[src/hdl/pfbq_pkg.sv]
package pfbq_pkg;

    localparam int TAG_PORT_W = 16;
    localparam int CAP_W      = 5;
    localparam int STATUS_W   = 2;
    localparam int OCC_W      = 5;

    localparam logic [CAP_W-1:0] CAPACITY_RESET = 5'd16;

    localparam logic [STATUS_W-1:0] ST_DONE  = 2'd0;
    localparam logic [STATUS_W-1:0] ST_FULL  = 2'd1;
    localparam logic [STATUS_W-1:0] ST_EMPTY = 2'd2;

    localparam logic ACT_ENQUEUE = 1'b0;
    localparam logic ACT_DEQUEUE = 1'b1;

    typedef struct packed {
        logic push_front;
        logic push_back;
        logic pop;
    } cell_ctrl_t;

endpackage

[src/hdl/pfbq_cell.sv]
module pfbq_cell #(
    parameter int TAG_WIDTH = 16
) (
    input  logic                    clk,
    input  pfbq_pkg::cell_ctrl_t    ctrl,
    input  logic                    at_tail,
    input  logic [TAG_WIDTH-1:0]    new_tag,
    input  logic [TAG_WIDTH-1:0]    prev_tag,
    input  logic [TAG_WIDTH-1:0]    next_tag,
    output logic [TAG_WIDTH-1:0]    tag
);

    logic [TAG_WIDTH-1:0] tag_reg;
    logic [TAG_WIDTH-1:0] tag_next;

    always_comb
    begin
        tag_next = tag_reg;
        if (ctrl.push_front)
        begin
            tag_next = prev_tag;
        end
        else if (ctrl.push_back && at_tail)
        begin
            tag_next = new_tag;
        end
        else if (ctrl.pop)
        begin
            tag_next = next_tag;
        end
    end

    always_ff @(posedge clk)
    begin
        tag_reg <= tag_next;
    end

    assign tag = tag_reg;

endmodule

[src/hdl/priority_front_bounded_queue.sv]
// Channel  Direction  Handshake               Payload
// in       input      in_valid / in_ready     action, entry_tag, to_front
// out      output     out_valid / out_ready   served_tag, status, occupancy
// cfg      input      cfg_we                  cfg_wdata (capacity)
//
// One item per cycle unless the output stalls; each result appears in the cycle
// after its item is taken. Entries sit in a row of cells ordered head first; a
// successful operation shifts the row by one place or loads the cell at the tail.
// Reset clears count, output valid and sets capacity to 16; cells hold junk.
// A stalled output blocks the input only while the output register is full.
module priority_front_bounded_queue #(
    parameter int DEPTH     = 16,
    parameter int TAG_WIDTH = 16
) (
    input  logic                                clk,
    input  logic                                rst_n,
    input  logic                                in_valid,
    output logic                                in_ready,
    input  logic                                action,
    input  logic [pfbq_pkg::TAG_PORT_W-1:0]     entry_tag,
    input  logic                                to_front,
    output logic                                out_valid,
    input  logic                                out_ready,
    output logic [pfbq_pkg::TAG_PORT_W-1:0]     served_tag,
    output logic [pfbq_pkg::STATUS_W-1:0]       status,
    output logic [pfbq_pkg::OCC_W-1:0]          occupancy,
    input  logic                                cfg_we,
    input  logic [pfbq_pkg::CAP_W-1:0]          cfg_wdata
);

    localparam int CW    = $clog2(DEPTH + 1);
    localparam int CMP_W = (CW > pfbq_pkg::CAP_W) ? CW : pfbq_pkg::CAP_W;
    localparam int PW    = pfbq_pkg::TAG_PORT_W;
    localparam int OW    = pfbq_pkg::OCC_W;

    logic [pfbq_pkg::CAP_W-1:0]    capacity_reg;
    logic [CW-1:0]                 count_reg;
    logic [CW-1:0]                 count_next;
    logic                          out_valid_reg;
    logic [PW-1:0]                 served_reg;
    logic [PW-1:0]                 served_next;
    logic [pfbq_pkg::STATUS_W-1:0] status_reg;
    logic [pfbq_pkg::STATUS_W-1:0] status_next;

    logic                   take;
    logic                   is_full;
    logic                   is_empty;
    pfbq_pkg::cell_ctrl_t   ctrl;
    logic [TAG_WIDTH-1:0]   new_tag;
    logic [TAG_WIDTH-1:0]   cell_tag [DEPTH];
    logic [PW-1:0]          head_tag;

    assign in_ready = !out_valid_reg || out_ready;
    assign take     = in_valid && in_ready;

    assign is_full  = (count_reg >= CW'(DEPTH))
                   || (CMP_W'(count_reg) >= CMP_W'(capacity_reg));
    assign is_empty = (count_reg == '0);

    generate
        if (TAG_WIDTH >= PW)
        begin : g_wide
            assign new_tag  = TAG_WIDTH'(entry_tag);
            assign head_tag = cell_tag[0][PW-1:0];
        end
        else
        begin : g_narrow
            assign new_tag  = entry_tag[TAG_WIDTH-1:0];
            assign head_tag = PW'(cell_tag[0]);
        end
    endgenerate

    always_comb
    begin
        ctrl.push_front = take && (action == pfbq_pkg::ACT_ENQUEUE) && !is_full && to_front;
        ctrl.push_back  = take && (action == pfbq_pkg::ACT_ENQUEUE) && !is_full && !to_front;
        ctrl.pop        = take && (action == pfbq_pkg::ACT_DEQUEUE) && !is_empty;
    end

    always_comb
    begin
        count_next  = count_reg;
        served_next = '0;
        status_next = pfbq_pkg::ST_DONE;
        case (action)
            pfbq_pkg::ACT_ENQUEUE:
            begin
                if (is_full)
                begin
                    status_next = pfbq_pkg::ST_FULL;
                end
                else
                begin
                    count_next = count_reg + 1'b1;
                end
            end
            pfbq_pkg::ACT_DEQUEUE:
            begin
                if (is_empty)
                begin
                    status_next = pfbq_pkg::ST_EMPTY;
                end
                else
                begin
                    served_next = head_tag;
                    count_next  = count_reg - 1'b1;
                end
            end
            default:
            begin
                count_next = count_reg;
            end
        endcase
    end

    genvar i;
    generate
        for (i = 0; i < DEPTH; i++)
        begin : g_cell
            logic [TAG_WIDTH-1:0] prev_tag;
            logic [TAG_WIDTH-1:0] next_tag;

            if (i == 0)
            begin : g_first
                assign prev_tag = new_tag;
            end
            else
            begin : g_mid
                assign prev_tag = cell_tag[i-1];
            end

            if (i == DEPTH - 1)
            begin : g_last
                assign next_tag = cell_tag[i];
            end
            else
            begin : g_body
                assign next_tag = cell_tag[i+1];
            end

            pfbq_cell #(
                .TAG_WIDTH (TAG_WIDTH)
            ) u_cell (
                .clk      (clk),
                .ctrl     (ctrl),
                .at_tail  (count_reg == CW'(i)),
                .new_tag  (new_tag),
                .prev_tag (prev_tag),
                .next_tag (next_tag),
                .tag      (cell_tag[i])
            );
        end
    endgenerate

    always_ff @(posedge clk or negedge rst_n)
    begin
        if (!rst_n)
        begin
            capacity_reg  <= pfbq_pkg::CAPACITY_RESET;
            count_reg     <= '0;
            out_valid_reg <= 1'b0;
        end
        else
        begin
            if (cfg_we)
            begin
                capacity_reg <= cfg_wdata;
            end
            if (take)
            begin
                count_reg     <= count_next;
                out_valid_reg <= 1'b1;
            end
            else if (out_ready)
            begin
                out_valid_reg <= 1'b0;
            end
        end
    end

    always_ff @(posedge clk)
    begin
        if (take)
        begin
            served_reg <= served_next;
            status_reg <= status_next;
        end
    end

    assign out_valid  = out_valid_reg;
    assign served_tag = served_reg;
    assign status     = status_reg;
    assign occupancy  = OW'(count_reg);

    a_count_bound: assert property (@(posedge clk) disable iff (!rst_n)
        count_reg <= CW'(DEPTH))
        else $error("entry count above depth");

    a_empty_pop: assert property (@(posedge clk) disable iff (!rst_n)
        take && (action == pfbq_pkg::ACT_DEQUEUE) && (count_reg == '0)
        |=> out_valid && (status == pfbq_pkg::ST_EMPTY) && (count_reg == '0))
        else $error("dequeue on empty not reported");

    a_full_push: assert property (@(posedge clk) disable iff (!rst_n)
        take && (action == pfbq_pkg::ACT_ENQUEUE) && (count_reg >= CW'(DEPTH))
        |=> (status == pfbq_pkg::ST_FULL) && $stable(count_reg))
        else $error("enqueue past depth not refused");

    a_fail_zero: assert property (@(posedge clk) disable iff (!rst_n)
        out_valid && (status != pfbq_pkg::ST_DONE) |-> (served_tag == '0))
        else $error("refused item carries a tag");

endmodule
[config.mk]
export PLATFORM = sky130hd
export DESIGN_NAME = priority_front_bounded_queue
export DESIGN_NICKNAME = d
export VERILOG_FILES = /design/src/hdl/pfbq_pkg.sv /design/src/hdl/pfbq_cell.sv /design/src/hdl/priority_front_bounded_queue.sv
export SDC_FILE = /design/constraint.sdc
export NUM_CORES = 1
export LEC_CHECK = 0
export ABC_AREA = 1
export BUFFER_PORTS_ARGS = -buffer_cell sky130_fd_sc_hd__clkbuf_2
export CAP_MARGIN = 10
export CORE_ASPECT_RATIO = 0.75
export CORE_UTILIZATION = 64
export DETAILED_ROUTE_END_ITERATION = 8
export PLACE_DENSITY_LB_ADDON = 0.12
export RECOVER_POWER = 50
export SLEW_MARGIN = 40
export SYNTH_ARGS = -nofsm -noshare
export SYNTH_HDL_FRONTEND = slang
export SYNTH_HIERARCHICAL = 1
export SYNTH_SLANG_ARGS = --single-unit
[constraint.sdc]
create_clock -name clk -period 5.3 [get_ports clk]
set_clock_uncertainty 0.15 [all_clocks]
set_input_delay 0 -clock clk [delete_from_list [all_inputs] [get_ports clk]]
set_output_delay 0 -clock clk [all_outputs]
set_load 0.02 [all_outputs]
==> impl_results.md <==
- Post-DP Area: 18000 sq um
- Total Neg Setup Slack: 0 ns
- Fin nets: 2475
- Post-DRT Antenna Nets: 0
- Initial antenna violation count: 0
- Pin count of the biggest net entering global routing: 137
- Worst Setup End Kind: flop
- Fin crit period: between 4 and 5 ns
- Seq/Total Area, Yosys: approximately 47%
- Cell Rows: 53
- Syn Inst Count: around 2400
- Max_cap viols: 1
- Crit path max-delay cell type: o21ai_0
- Finished Cell Area: 19100 sq um
- Vias in the first global route: roughly 14000
- Number of synthesized flops with an enable pin: 274
- Slew @ Worst Pin: 2.02 ns
- Diode count: 0
- Top FF cell, synth: edfxtp_1
- Synth Cell Area: 18200 sq um
- Synth-to-Final Area Change: 5.32%
- Total grt overflow: 0
- Hold Fails Final Rpt: 0
- Crit path largest cell delay: roughly 1.6 ns
- Crit path max fanout: 17
- Synth Area per Inst: 7.46 sq um
- Cell Chain, Critical Path: inv_1 -> ha_1 -> nand2_1 -> o21ai_0 -> nor2_1 -> buf_4 -> nor2_1 -> nand2_1
- Core Region: about 28000 sq um
- Post-CTS Resized: 0
- F_max: roughly 240 MHz
- Root Driver: clkbuf_16
- Num CTS Buffers: 29
- Via-to-Cell Ratio: 5.42
- Share of layout cells above drive strength 1: 4.96%
- Slew Viols, Final: 18
- RSZ-0062 raised after global routing: false
- DR WL/cell: 17.0 um
- Type of the tightest min-delay check: in -> reg
- Cell Pwr Density: 373 nW/um^2
- DRC: 0
- Kind of critical path: reg -> reg
- Pre-antenna DRT Iters: 6
- Max Root-Sink Buffers: 3
- Drt total wl: 48.3 mm
- Failing checks: max-capacitance violations, max-slew violations
- PortBufs: 52
- Detailed placer's ending HPWL: 31.8 mm
- Post-synth net total: 2474
- TritonCTS clock tree: done
- Skew-Pair Late Insertion Delay: 0.58 ns
- Max reg flops: 256
- RD Place Congestion: 0.894
- Die width: ~200 um
- Reg clk slew, reported paths: roughly 0.060 ns
- Starting DRT DRC Count: about 2100
- Io pins: 53
- WP data arrival: just over 4 ns
- Post-synth cell types: 25
- Yosys reg bits: 285
- Top delay family on crit path: compound AO/OA/AOI/OAI gates
- First-pass GRT wire length: 75.6 mm
- Total GRT Usage: around a third
- Yosys warnings: 6
- Via count: about 15000
- Final setup violation count: 0
- Slew Limit Headroom: -36.4%
- Outcome: finished with violations
- Post-CTS Setup Bufs: 0
- CTS Sinks: 285
- WHS: 0.0122 ns
- Worst Path Required: 5.28 ns
- Lkg Pwr: between 0.01 and 0.015 uW
- Post-synthesis async set-or-reset flop share: 3.86%
- Initial Util: 64.9%
- Final Cycle Share: 78.7%
- CP Launch Type: flop
- Die area: 29100 sq um
- VDD IR max: about 0.36 mV
- Die Ht: between 100 and 150 um
- Crit path buf inv count: 2
- H-Tree Depth: 1
- Hold_buf cts: 25
## final timing paths
kind	start	end	slack, ns	cells past startpoint
hold / removal	entry_tag[2]	g_cell[0].u_cell/tag[2]$_DFFE_PP_	0.01	3
min in group asynchronous	rst_n	occupancy[4]$_DFFE_PN0P_	0.43	3
setup / recovery	occupancy[0]$_DFFE_PN0P_	g_cell[6].u_cell/tag[6]$_DFFE_PP_	1.13	8
max in group asynchronous	rst_n	capacity_reg[0]$_DFFE_PN0P_	4.18	3
hold reg to reg	g_cell[4].u_cell/tag[5]$_DFFE_PP_	g_cell[5].u_cell/tag[5]$_DFFE_PP_	0.40	2
setup reg to reg	occupancy[0]$_DFFE_PN0P_	g_cell[6].u_cell/tag[6]$_DFFE_PP_	1.13	8
## report_power, final
part | switching [uW] | leakage [uW] | total [uW] | internal (uW)
combinational | 1260 | 0.00713 | 1770 | 505
clock | 889 | 0.000465 | 2090 | 1200
sequential | 251 | 0.00268 | 3280 | 3030
## placed cells by master (no fill, tap or decap), types with 10 or more instances in the layout
| cell type | count |
|---|---|
| buf_4 | 22 |
| clkbuf_1 | 33 |
| clkbuf_16 | 29 |
| clkbuf_2 | 25 |
| dfrtp_1 | 10 |
| dlygate4sd3_1 | 25 |
| edfxtp_1 | 274 |
| ha_1 | 11 |
| inv_1 | 560 |
| nand2_1 | 832 |
| nand2_4 | 16 |
| nand3_1 | 521 |
| nor2_1 | 52 |
## worst register-to-register path, delay by kind of cell, from the launching register on
family	cells	cell delay, ns
AO/OA/AOI/OAI	1	1.57
adder cells (fa/ha/maj)	1	0.21
buffers and inverters	2	0.54
flip-flops	1	0.46
AND/OR/NAND/NOR	4	0.79
## synthesized netlist by cell type, types with 6 or more instances
cell      instances  area [sq um]
buf_6            49           552
nand3_1         521          2610
ha_1             11           138
o21ai_0           6          30.0
dfrtp_1          10           250
edfxtp_1        274          8230
inv_2            18          67.6
nor2_1           54           203
buf_2            16          80.1
nand2_4          18           203
nand2_1         829          3110
buf_4            66           495
inv_1           548          2060
## layout make-up
type | instances | area (sq um)
multi-input cells | 1452 | 6380
clock buffers | 34 | 744
flip-flops and latches | 285 | 8500
clock inverters | 20 | 204
repair buffers | 102 | 686
fillers | 2364 | 8860
inverters | 566 | 2120
well taps | 385 | 482
## cell families after synthesis
kind of cell / synth area share [%]
flip-flops: 46.8
buffers and inverters: 17.9
XOR/XNOR: 0.145
adder cells (fa/ha/maj): 0.758
AND/OR/NAND/NOR: 34.0
AO/OA/AOI/OAI: 0.282
multiplexers: 0.0620
## through the flow
stage | cells | power, uW | setup WS (ns) | util [%]
global placement | 2765 | 5010 | 1.73 | 64.3
floorplan | 2435 | 4610 | 1.06 | -
global route | 2844 | 7490 | 0.738 | 68.3
CTS | 2844 | 7150 | 1.58 | 68.6
finish | 2844 | 7140 | 1.13 | 68.3
detailed placement | 2765 | 5060 | 1.60 | 64.3
## metal layers
layer  share of wire [%]  GRT usage [%]
met4                 1.9           7.58
met3                  13           6.37
met5                   0              0
met2                  40           46.0
met1                  45           53.7
Note: power is estimated with default switching activity, not from simulation.
